==> src/frac_pkg.sv <==
// ----------------------------------------------------------------------------
// frac_pkg
// Shared constants and types for the fraction reducer.
// ----------------------------------------------------------------------------
`default_nettype none

package frac_pkg;

	localparam int unsigned DATA_WIDTH_DEF = 32;

	typedef enum logic [2:0] {
		ST_IDLE,
		ST_GCD,
		ST_GCD_WAIT,
		ST_QN_WAIT,
		ST_QD_WAIT,
		ST_OUT
	} fsm_state_t;

endpackage

`default_nettype wire

==> src/frac_if.sv <==
// ----------------------------------------------------------------------------
// frac_if
// Valid/ready channels for fraction beats in and reduced fraction beats out.
// ----------------------------------------------------------------------------
`default_nettype none

interface frac_in_if #(
	parameter int unsigned DATA_WIDTH = 32
);
	logic                         valid;
	logic                         ready;
	logic signed [DATA_WIDTH-1:0] numerator;
	logic signed [DATA_WIDTH-1:0] denominator;

	modport source (output valid, output numerator, output denominator, input ready);
	modport sink   (input valid, input numerator, input denominator, output ready);
endinterface

interface frac_out_if #(
	parameter int unsigned DATA_WIDTH = 32
);
	logic                         valid;
	logic                         ready;
	logic signed [DATA_WIDTH-1:0] reduced_numerator;
	logic        [DATA_WIDTH-2:0] reduced_denominator;
	logic                         is_whole;
	logic                         div_by_zero;

	modport source (output valid, output reduced_numerator, output reduced_denominator,
		output is_whole, output div_by_zero, input ready);
	modport sink   (input valid, input reduced_numerator, input reduced_denominator,
		input is_whole, input div_by_zero, output ready);
endinterface

`default_nettype wire

==> src/frac_div.sv <==
// ----------------------------------------------------------------------------
// frac_div
// Restoring unsigned divider, one quotient bit per cycle.
// ----------------------------------------------------------------------------
`default_nettype none

module frac_div import frac_pkg::*; #(
	parameter int unsigned DATA_WIDTH = DATA_WIDTH_DEF
) (
	input  wire logic                  clk,
	input  wire logic                  arst_n,
	input  wire logic                  start,
	input  wire logic [DATA_WIDTH-1:0] dividend,
	input  wire logic [DATA_WIDTH-1:0] divisor,
	output logic                       busy,
	output logic                       done,
	output logic [DATA_WIDTH-1:0]      quotient,
	output logic [DATA_WIDTH-1:0]      remainder
);

	localparam int unsigned CW = $clog2(DATA_WIDTH + 1);

	logic [DATA_WIDTH-1:0] rem_q;
	logic [DATA_WIDTH-1:0] quo_q;
	logic [DATA_WIDTH-1:0] dsr_q;
	logic [CW-1:0]         cnt_q;
	logic                  busy_q;
	logic                  done_q;
	logic [DATA_WIDTH:0]   shifted;
	logic [DATA_WIDTH:0]   diff;
	logic [DATA_WIDTH-1:0] rem_nxt;

	always_comb begin
		shifted = {rem_q, quo_q[DATA_WIDTH-1]};
		diff    = shifted - {1'b0, dsr_q};
		rem_nxt = diff[DATA_WIDTH] ? shifted[DATA_WIDTH-1:0] : diff[DATA_WIDTH-1:0];
	end

	always_ff @(posedge clk or negedge arst_n) begin
		if (!arst_n) begin
			busy_q <= 1'b0;
			done_q <= 1'b0;
			cnt_q  <= '0;
		end else begin
			done_q <= 1'b0;
			if (start) begin
				busy_q <= 1'b1;
				cnt_q  <= CW'(DATA_WIDTH);
			end else if (busy_q) begin
				cnt_q <= cnt_q - CW'(1);
				if (cnt_q == CW'(1)) begin
					busy_q <= 1'b0;
					done_q <= 1'b1;
				end
			end
		end
	end

	always_ff @(posedge clk) begin
		if (start) begin
			rem_q <= '0;
			quo_q <= dividend;
			dsr_q <= divisor;
		end else if (busy_q) begin
			rem_q <= rem_nxt;
			quo_q <= {quo_q[DATA_WIDTH-2:0], ~diff[DATA_WIDTH]};
		end
	end

	assign busy      = busy_q;
	assign done      = done_q;
	assign quotient  = quo_q;
	assign remainder = rem_q;

endmodule

`default_nettype wire

==> src/fraction_reducer_top.sv <==
// ----------------------------------------------------------------------------
// fraction_reducer_top
// Reduces a signed fraction to lowest terms via Euclid's remainder loop.
// ----------------------------------------------------------------------------
// Euclid steps: up to about 46 at 32 bits; a zero denominator skips the
//   divider and goes straight to the result beat.
// Throughput: one beat at a time; the next beat can be taken in the cycle
//   after the result beat. Euclid steps and both final quotients run on
//   the shared bit-serial divider.
// Reset: arst_n clears the sequencer and divider control; no beat pending.
`default_nettype none

module fraction_reducer_top import frac_pkg::*; #(
	parameter int unsigned DATA_WIDTH = DATA_WIDTH_DEF
) (
	input wire logic  clk,
	input wire logic  arst_n,
	frac_in_if.sink   req,
	frac_out_if.source rsp
);

	localparam int unsigned W = DATA_WIDTH;

	fsm_state_t state_q, state_d;

	logic [W-1:0] an_q, ad_q, a_q, b_q, qn_q, qd_q;
	logic         neg_q, err_q;

	logic         div_start, div_busy, div_done;
	logic [W-1:0] div_dividend, div_divisor, div_quo, div_rem;
	logic [W-1:0] mag_num, mag_den;
	logic         accept;

	frac_div #(.DATA_WIDTH(W)) u_div (
		.clk       (clk),
		.arst_n    (arst_n),
		.start     (div_start),
		.dividend  (div_dividend),
		.divisor   (div_divisor),
		.busy      (div_busy),
		.done      (div_done),
		.quotient  (div_quo),
		.remainder (div_rem)
	);

	always_comb begin
		mag_num = req.numerator[W-1] ? W'(-req.numerator) : W'(req.numerator);
		mag_den = req.denominator[W-1] ? W'(-req.denominator) : W'(req.denominator);
		accept  = req.valid && req.ready;
	end

	always_ff @(posedge clk or negedge arst_n) begin
		if (!arst_n) begin
			state_q <= ST_IDLE;
		end else begin
			state_q <= state_d;
		end
	end

	always_comb begin
		state_d      = state_q;
		req.ready    = 1'b0;
		rsp.valid    = 1'b0;
		div_start    = 1'b0;
		div_dividend = a_q;
		div_divisor  = b_q;
		unique case (state_q)
			ST_IDLE: begin
				req.ready = 1'b1;
				if (req.valid) begin
					state_d = (req.denominator == '0) ? ST_OUT : ST_GCD;
				end
			end
			ST_GCD: begin
				div_start = 1'b1;
				if (b_q == '0) begin
					div_dividend = an_q;
					div_divisor  = a_q;
					state_d      = ST_QN_WAIT;
				end else begin
					state_d = ST_GCD_WAIT;
				end
			end
			ST_GCD_WAIT: begin
				if (div_done) begin
					state_d = ST_GCD;
				end
			end
			ST_QN_WAIT: begin
				div_dividend = ad_q;
				div_divisor  = a_q;
				if (div_done) begin
					div_start = 1'b1;
					state_d   = ST_QD_WAIT;
				end
			end
			ST_QD_WAIT: begin
				if (div_done) begin
					state_d = ST_OUT;
				end
			end
			ST_OUT: begin
				rsp.valid = 1'b1;
				if (rsp.ready) begin
					state_d = ST_IDLE;
				end
			end
			default: state_d = ST_IDLE;
		endcase
	end

	always_ff @(posedge clk) begin
		if (accept) begin
			an_q  <= mag_num;
			ad_q  <= mag_den;
			a_q   <= mag_num;
			b_q   <= mag_den;
			neg_q <= req.numerator[W-1] ^ req.denominator[W-1];
			err_q <= (req.denominator == '0);
			qn_q  <= '0;
			qd_q  <= '0;
		end else if (div_done) begin
			priority case (state_q)
				ST_GCD_WAIT: begin
					a_q <= b_q;
					b_q <= div_rem;
				end
				ST_QN_WAIT: qn_q <= div_quo;
				ST_QD_WAIT: qd_q <= div_quo;
				default: ;
			endcase
		end
	end

	always_comb begin
		rsp.reduced_numerator   = neg_q ? -qn_q : qn_q;
		rsp.reduced_denominator = qd_q[W-2:0];
		rsp.is_whole            = (qd_q == W'(1));
		rsp.div_by_zero         = err_q;
	end

	a_no_overlap: assert property (@(posedge clk) disable iff (!arst_n)
		!(req.ready && rsp.valid))
		else $error("input taken while a result is pending");

	a_start_idle: assert property (@(posedge clk) disable iff (!arst_n)
		div_start |-> !div_busy)
		else $error("divider restarted while busy");

	a_gcd_nonzero: assert property (@(posedge clk) disable iff (!arst_n)
		(state_q == ST_GCD) |-> (a_q != '0 || b_q != '0))
		else $error("gcd operands both zero");

	a_err_fields: assert property (@(posedge clk) disable iff (!arst_n)
		(rsp.valid && rsp.div_by_zero) |->
		(rsp.reduced_numerator == '0 && rsp.reduced_denominator == '0 && !rsp.is_whole))
		else $error("error result carries nonzero fields");

	a_whole: assert property (@(posedge clk) disable iff (!arst_n)
		(rsp.valid && rsp.is_whole) |-> (rsp.reduced_denominator == (W-1)'(1)))
		else $error("whole flag with denominator other than one");

endmodule

`default_nettype wire

==> src/flat_wrapper.sv <==
// flat-port wrapper written by rule: the top's interface ports become plain ports
module fraction_reducer_top_flat import frac_pkg::*;
#(
	parameter int unsigned DATA_WIDTH = DATA_WIDTH_DEF
)
  (clk, arst_n, req_valid, req_numerator, req_denominator, req_ready, rsp_valid, rsp_reduced_numerator, rsp_reduced_denominator, rsp_is_whole, rsp_div_by_zero, rsp_ready);
  frac_in_if #(.DATA_WIDTH(DATA_WIDTH)) req_i ();
  frac_out_if #(.DATA_WIDTH(DATA_WIDTH)) rsp_i ();
  input wire logic clk;
  input wire logic arst_n;
  input wire logic [$bits(req_i.valid)-1:0] req_valid;
  input wire logic [$bits(req_i.numerator)-1:0] req_numerator;
  input wire logic [$bits(req_i.denominator)-1:0] req_denominator;
  output wire logic [$bits(req_i.ready)-1:0] req_ready;
  output wire logic [$bits(rsp_i.valid)-1:0] rsp_valid;
  output wire logic [$bits(rsp_i.reduced_numerator)-1:0] rsp_reduced_numerator;
  output wire logic [$bits(rsp_i.reduced_denominator)-1:0] rsp_reduced_denominator;
  output wire logic [$bits(rsp_i.is_whole)-1:0] rsp_is_whole;
  output wire logic [$bits(rsp_i.div_by_zero)-1:0] rsp_div_by_zero;
  input wire logic [$bits(rsp_i.ready)-1:0] rsp_ready;
  assign req_i.valid = req_valid;
  assign req_i.numerator = req_numerator;
  assign req_i.denominator = req_denominator;
  assign req_ready = req_i.ready;
  assign rsp_valid = rsp_i.valid;
  assign rsp_reduced_numerator = rsp_i.reduced_numerator;
  assign rsp_reduced_denominator = rsp_i.reduced_denominator;
  assign rsp_is_whole = rsp_i.is_whole;
  assign rsp_div_by_zero = rsp_i.div_by_zero;
  assign rsp_i.ready = rsp_ready;
  fraction_reducer_top #(.DATA_WIDTH(DATA_WIDTH)) u_core (.clk(clk), .arst_n(arst_n), .req(req_i), .rsp(rsp_i));
endmodule
==> config.mk <==
export PLATFORM = sky130hd
export DESIGN_NAME = fraction_reducer_top_flat
export DESIGN_NICKNAME = d
export VERILOG_FILES = /design/src/frac_pkg.sv /design/src/frac_if.sv /design/src/frac_div.sv /design/src/fraction_reducer_top.sv /design/src/flat_wrapper.sv
export SDC_FILE = /design/constraint.sdc
export NUM_CORES = 1
export LEC_CHECK = 0
export ABC_AREA = 1
export BUFFER_PORTS_ARGS = -buffer_cell sky130_fd_sc_hd__clkbuf_2
export CELL_PAD_IN_SITES_DETAIL_PLACEMENT = 1
export CELL_PAD_IN_SITES_GLOBAL_PLACEMENT = 1
export CORE_ASPECT_RATIO = 1.25
export CORE_MARGIN = 2
export CORE_UTILIZATION = 30
export CTS_BUF_LIST = sky130_fd_sc_hd__clkbuf_16
export CTS_CLUSTER_SIZE = 40
export DETAILED_ROUTE_END_ITERATION = 12
export GPL_TIMING_DRIVEN = 0
export PLACE_DENSITY_LB_ADDON = 0.1
export SYNTH_ARGS = -nofsm -noshare
export SYNTH_HDL_FRONTEND = slang
export SYNTH_HIERARCHICAL = 1
export SYNTH_SLANG_ARGS = --single-unit
==> constraint.sdc <==
create_clock -name clk -period 8.1 [get_ports clk]
set_clock_uncertainty 0.1 [all_clocks]
set_input_delay 1.62 -clock clk [delete_from_list [all_inputs] [get_ports clk]]
set_output_delay 1.62 -clock clk [all_outputs]
set_load 0.01 [all_outputs]
==> metrics.yaml, run 1 <==
grtUsageTotal: 0.236
tightest_slew_ns: 0.943
worstSetupEndpointType: "output pin"
cts_setup_buffers: 0
hold_path_class: "reg -> reg"
p_total_mw: 9.45
finalNetCount: 3042
synth-compound-area-share: 0.0718
numPlacedInstances: 3736
ios: 135
post-route-period-util: 0.559
yosysSeqAreaShare: 0.421
multiInputGateArea_um2: 8750
synth-seq-cells: 301
drt_pre_antenna_iters: 4
powerDensity_nw_per_um2: 431
drive_above_1_share: 0.0951
async_flop_share: 0.0365
antenna_cells: 0
clock-sinks: 301
cts_buffer_depth: 3
dp_slack_ns: 2.68
num_vias: 18000
crit_required_ns: 6.38
start_util: 0.302
routedWlPerCell_um: 20.3
first_global_vias: 19000
initialDrtViolationCount: 794
relSlewSlack: 0.371
synth_area_um2: 19000
fin_ws_ns: 3.57
synth_top_family_by_area: "simple AND/OR/NAND/NOR gates"
ys_types: 44
power_leakage_nw: 11.0
cts_buffers: 37
whs_ns: 0.376
ff_latch_area_um2: 8020
hold_buffers: 0
crit_arrival_ns: 2.81
power_frac_comb: 0.550
ir_drop_uv: 206
fmax_mhz: 221
netSwitchingPower_mw: 4.67
antenna_left: 0
synth-simple-area-share: 0.333
seqPwrFrac: 0.285
cp-start-kind: "flop"
clkLatencyLatePin_ns: 0.56
cts_resized: 0
synthAdderAreaFrac: 0.0254
avgSynthCellArea_um2: 6.89
utilization: 0.348
clkPwrFrac: 0.166
die_w_um: 229
setup_viol: 0
rsz0062_at_grt: "false"
synth_largest_area_cell: "edfxtp_1"
yosys_warnings: 6
grt_max_degree: 65
setup_tns_ns: 0
status: "complete, no violations"
muxShareOfSynthArea: 0
crit_top_cell: "nand2_1"
syn_nets: 2867
port_buffers: 134
nFillCells: 8012
clk_pin_slew_ns: 0.06
grt-ovfl-total: 0
worstPathMaxFanout: 4
synth-xor-area-share: 0.0294
path_cells: "inv_1 > ha_1 > nand3_1 > inv_1 > nand2_1 > nor3_1 > nand4_1 > nand2_1 > nand2_1 > nand2_1 > clkbuf_2"
crit_type: "reg -> out"
post_dp_cell_area_um2: 20800
synth.area.top_cells: "edfxtp_1, nand2_1, dfxtp_1"
fin_crit_ns: 4.53
cp_num_buf_inv: 3
p_sw_frac: 0.494
rows: 103
synth_edf_count: 194
grt_pass1_wl_mm: 116
place_congestion: 0.889
power.internal_mw: 4.78
finalHoldViolations: 0
post_drt_via_cell_ratio: 4.74
syn_inst: 2761
antenna_found_initial: 0
stdcell_area_um2: 21900
drv_cap: 0
synth.top_cell.area_share: 0.306
ys.flop_type: "edfxtp_1"
dp_hpwl_mm: 64.9
cts-root-buf: "clkbuf_16"
finalMaxSlewViolations: 0
cpPeakStageDelay_ns: 0.59
core_area_um2: 63000
drc: 0
cpLargestDelayFamily: "simple AND/OR/NAND/NOR gates"
cts_max_level: 2
cts_tree: "built"
instances_no_fill: 3804
routed_wl_mm: 77.4
cpMaxStageDelayCell: "nor3_1"
layout-area-overhead-vs-synth_pct: 15.2
fp.dieArea_um2: 65500
fp.dieH_um: 286
-- synth_stat cells, types with 2 or more instances --
| library cell | count |
|---|---|
| nand2_1 | 1115 |
| inv_1 | 427 |
| edfxtp_1 | 194 |
| nor2_1 | 161 |
| nand3_1 | 147 |
| o21ai_0 | 143 |
| dfxtp_1 | 96 |
| a21oi_1 | 92 |
| clkbuf_1 | 54 |
| nand4_1 | 48 |
| xor2_1 | 39 |
| ha_1 | 37 |
| buf_4 | 35 |
| xnor2_1 | 25 |
| buf_2 | 22 |
| o22ai_1 | 18 |
| nor3_1 | 16 |
| and2_1 | 11 |
| dfrtp_1 | 11 |
| nand3b_1 | 8 |
| inv_2 | 6 |
| nor4_1 | 6 |
| buf_6 | 5 |
| nand2_2 | 5 |
| nand2_4 | 5 |
| nor2_2 | 5 |
| and3_1 | 4 |
| clkinv_1 | 3 |
| nor3_4 | 3 |
| o21bai_1 | 3 |
| a21o_1 | 2 |
| o21ai_1 | 2 |
| or2_2 | 2 |
-- cell type report --
type                            instances  share of cell area
Inverter                              436              0.0746
Multi-Input combinational cell       1907               0.399
Sequential cell                       301               0.366
Tap cell                              840              0.0479
Timing Repair Buffer                  136              0.0327
Clock inverter                         29             0.00770
Clock buffer                           38              0.0433
Buffer                                117              0.0291
-- tightest hold or removal path, delay by kind of cell, from the launching register on --
family	cells	cell delay, ns
DFF	1	0.31
buffers and inverters	1	0.06
AOI/OAI and AO/OA	1	0.06
-- sequential cells by signal, indices dropped and copies added, names as in the netlist --
name and flops:
u_core/qd_q 32, u_core/u_div/quotient 32, u_core/u_div/remainder 32, u_core/state_q 3, u_core/b_q 32, u_core/an_q 32
u_core/rsp.div_by_zero 1, u_core/u_div/cnt_q 6, u_core/neg_q 1, u_core/u_div/done 1, u_core/ad_q 32, u_core/u_div/busy 1
u_core/a_q 32, u_core/qn_q 32, u_core/u_div/dsr_q 32
-- cells in the final DEF (no fill, tap or decap), types with 2 or more instances in the layout --
master	synthesis	final
nor2_2	5	5
buf_4	35	36
o22ai_1	18	18
nor2_1	161	161
and2_1	11	11
buf_6	5	5
o21bai_1	3	3
clkbuf_2	0	134
or2_2	2	2
o21ai_1	2	2
nor3_1	16	16
xor2_1	39	39
clkinv_1	3	9
dfxtp_1	96	96
nand4_1	48	48
o21ai_0	143	143
clkbuf_1	54	54
inv_2	6	8
dfrtp_1	11	11
a21o_1	2	2
inv_1	427	437
and3_1	4	4
nand2_1	1115	1113
edfxtp_1	194	194
inv_6	0	4
nor4_1	6	6
buf_2	22	21
nand3b_1	8	8
nand3_1	147	147
xnor2_1	25	25
nand2_4	5	6
a21oi_1	92	92
clkbuf_16	0	38
ha_1	37	37
nor3_4	3	3
nand2_2	5	6
clkinv_2	0	4
-- per-layer routing --
metal | vias up | global-route usage | part of all wire
li1 | 8964 | - | -
met1 | 8656 | 0.264 | 0.40
met2 | 284 | 0.453 | 0.52
met3 | 124 | 0.0221 | 0.027
met4 | 0 | 0.101 | 0.044
met5 | - | 0 | 0
-- kinds of logic after synthesis --
group / Yosys count
compound gates: 264
xor+xnor: 64
fa+ha+maj: 38
buf+inv: 553
flops: 301
simple gates: 1541
-- power groups by stage --
| stage | Sequential, mW | Clock, mW | Combinational, mW |
|---|---|---|---|
| 6_report | 2.69 | 1.57 | 5.19 |
| 3_3_place_gp | 2.73 | 0 | 5.14 |
| 2_1_floorplan | 2.54 | 0 | 3.43 |
| 5_1_grt | 2.74 | 1.67 | 5.88 |
| 3_5_place_dp | 2.73 | 0 | 5.25 |
| 4_1_cts | 2.70 | 1.62 | 5.28 |
-- worst paths after layout --
| path | start | end | slack [ns] | cells after the start |
|---|---|---|---|---|
| min reg2reg | u_core/qd_q[10] | u_core/qd_q[10] | 0.38 | 2 |
| max | u_core/qn_q[0] | rsp_reduced_numerator[30] | 3.57 | 11 |
| max reg2reg | u_core/state_q[2] | u_core/u_div/quotient[21] | 3.71 | 11 |
| max in group asynchronous | arst_n | u_core/u_div/cnt_q[5] | 6.83 | 1 |
| min in group asynchronous | arst_n | u_core/state_q[0] | 0.84 | 1 |
| min | u_core/qd_q[10] | u_core/qd_q[10] | 0.38 | 2 |
Power figures use the tool's default switching activity.
==> run 2: changes to the inputs <==
Clock period 8.1 ns to 4.69 ns, I/O delays scaled along.
==> run 2 against run 1 <==
First-iteration DRC count decreased by 3.9%; utilization barely moved; clock power is 73% higher; sequential share of layout area about the same; worst setup slack lost 3.1 ns; power is 73% higher; sequential cell count stayed put; design area barely moved; non-clock buffer count decreased by 1; critical path type is now reg -> reg; count of clock-buffer cells in the layout unchanged; largest power group unchanged.
==> metrics.yaml, run 2 (synthesis gave the netlist of run 1 again) <==
finalMaxSlewViolations: 0  # unchanged
antenna_cells: 0  # unchanged
finalHoldViolations: 0  # unchanged
tightest_slew_ns: 0.945  # +0.00193 ns
final_common_cell: "nand2_1"
rrSetupSlack_ns: 0.52  # -3.19 ns
cts_buffer_depth: 3  # unchanged
p_total_mw: 16.3  # +73%
worstSetupEndpointType: "flop"
clk_pin_slew_ns: 0.06  # about the same
worstPathMaxFanout: 34  # +30
cp_num_buf_inv: 5  # +2
grtUsageTotal: 0.237  # +0.000556
core_area_um2: 63000  # unchanged
worstSetupStartpoint: "u_core/state_q[2]"
layout-area-overhead-vs-synth_pct: 15.2  # about the same
start_util: 0.302  # unchanged
clock-sinks: 301  # unchanged
setup_tns_ns: 0  # unchanged
ir_drop_uv: 355  # +72%
cp_num_cells: 11  # unchanged
rows: 103  # unchanged
num_vias: 18100  # +0.27%
cpLargestDelayFamily: "buffers and inverters"
drv_cap: 0  # unchanged
powerDensity_nw_per_um2: 745  # +73%
layout_common_cells: "nand2_1, inv_1, edfxtp_1"
routed_wl_mm: 77.7  # +0.31%
rr_endpoint: "u_core/u_div/quotient[24]"
fp.dieH_um: 286  # unchanged
die_w_um: 229  # unchanged
initialDrtViolationCount: 763  # -3.9%
antenna_found_initial: 0  # unchanged
cts-root-buf: "clkbuf_16"
power_leakage_nw: 11.0  # about the same
status: "complete, no violations"
hold_path_class: "in -> async"
grt_pass1_wl_mm: 116  # +0.18%
rsz0062_at_grt: "false"
crit_required_ns: 4.89  # -1.49 ns
antenna_left: 0  # unchanged
ios: 135  # unchanged
finalNetCount: 3042  # unchanged
place_congestion: 0.889  # unchanged
post-route-period-util: 0.890
drive_above_1_share: 0.0958  # +0.000675
cts_tree: "built"
fmax_mhz: 240
reg2reg_depth: 11  # unchanged
routedWlPerCell_um: 20.4  # +0.31%
cts_setup_buffers: 0  # unchanged
cp-start-kind: "flop"
drc: 0  # unchanged
cts_buffers: 37  # unchanged
clkLatencyLatePin_ns: 0.55  # about the same
drt_pre_antenna_iters: 4  # unchanged
utilization: 0.348  # about the same
crit_type: "reg -> reg"
relSlewSlack: 0.370  # -0.00128
post_drt_via_cell_ratio: 4.75  # +0.27%
fp.dieArea_um2: 65500  # unchanged
cpPeakStageDelay_ns: 0.49  # -0.10 ns
fin_crit_ns: 4.17
reg2reg_from: "u_core/state_q[2]"
dp_hpwl_mm: 64.9  # unchanged
crit_arrival_ns: 4.37  # +1.56 ns
port_buffers: 134  # unchanged
cts_max_level: 2  # unchanged
cp-endpoint: "u_core/u_div/quotient[24]"
grt_max_degree: 65  # unchanged
cpMaxStageDelayCell: "clkbuf_1"
crit_top_cell: "nand2_1"
grt-ovfl-total: 0  # unchanged
setup_viol: 0  # unchanged
path_cells: "inv_2 > nand2_1 > nor2_2 > nand2_1 > clkbuf_1 > nand2_4 > clkbuf_1 > clkinv_1 > clkbuf_1 > nand2_1 > nand2_1"
first_global_vias: 19100  # +0.058%
## run 2: cell types whose count changed in the layout (fill, tap and decap cells not counted), sizes merged
cell	delta
clkinvlp	+2
clkinv	-1
buf	-1
## run 2: worst min-delay path by stage
stage	startpoint	end	slack (ns)	cells past startpoint
after floorplan	u_core/qd_q[31]	u_core/qd_q[31]	0.33	2
after global placement	u_core/qd_q[31]	u_core/qd_q[31]	0.35	2
final	arst_n	u_core/state_q[0]	0.15	1
after detailed placement	u_core/qd_q[31]	u_core/qd_q[31]	0.37	2
after global routing	arst_n	u_core/state_q[0]	0.16	1
after CTS	arst_n	u_core/state_q[0]	0.13	1
## run 2: power by group
group,internal (mW),switching (mW),total [mW]
clock,1.53,1.18,2.71
combinational,2.72,6.27,8.99
sequential,4.00,0.648,4.65
total,8.25,8.09,16.3
## run 2: area by class of cell
class,instances,area (µm²)
fill,8008,41100
multi-input combinational,1907,8760
sequential,301,8020
inverter,436,1640
tap,840,1050
clock buffer,38,951
timing repair buffer,135,698
buffer,117,638
clock inverter,29,169
timing repair inverter,1,7.51
## run 2: worst reg2reg max path, stage by stage (launching register included)
cell and delay [ns]:
dfrtp_1 0.48, inv_2 0.13, nand2_1 0.08, nor2_2 0.44
nand2_1 0.36, clkbuf_1 0.36, nand2_4 0.46, clkbuf_1 0.50
clkinv_1 0.46, clkbuf_1 0.35, nand2_1 0.12, nand2_1 0.08
## run 2: what timing repair did
| action | CTS | global route |
|---|---|---|
| hold buffers | 0 | 0 |
| gates cloned | 1 | 0 |
| endpoints found under the setup margin | 64 | 63 |
| resized for setup | 4 | 1 |
| pin swaps | 0 | 0 |
## run 2: through the flow
step | instance area (µm²) | std cells | worst slack, ns | hold slack (ns)
after floorplan | 19000 | 2761 | 1.09 | 0.328
after global placement | 20800 | 3735 | -0.565 | 0.350
after detailed placement | 20800 | 3736 | -0.728 | 0.370
after CTS | 21900 | 3804 | 0.159 | 0.130
after global routing | 21900 | 3804 | 0.117 | 0.156
final | 21900 | 3804 | 0.516 | 0.155
## run 2: routing by layer
metal,wire [µm],global-route usage,vias up
met5,0,0,-
met4,3410,0.103,0
met3,1970,0.0231,123
met2,40900,0.454,286
met1,31400,0.264,8699
li1,-,-,8969
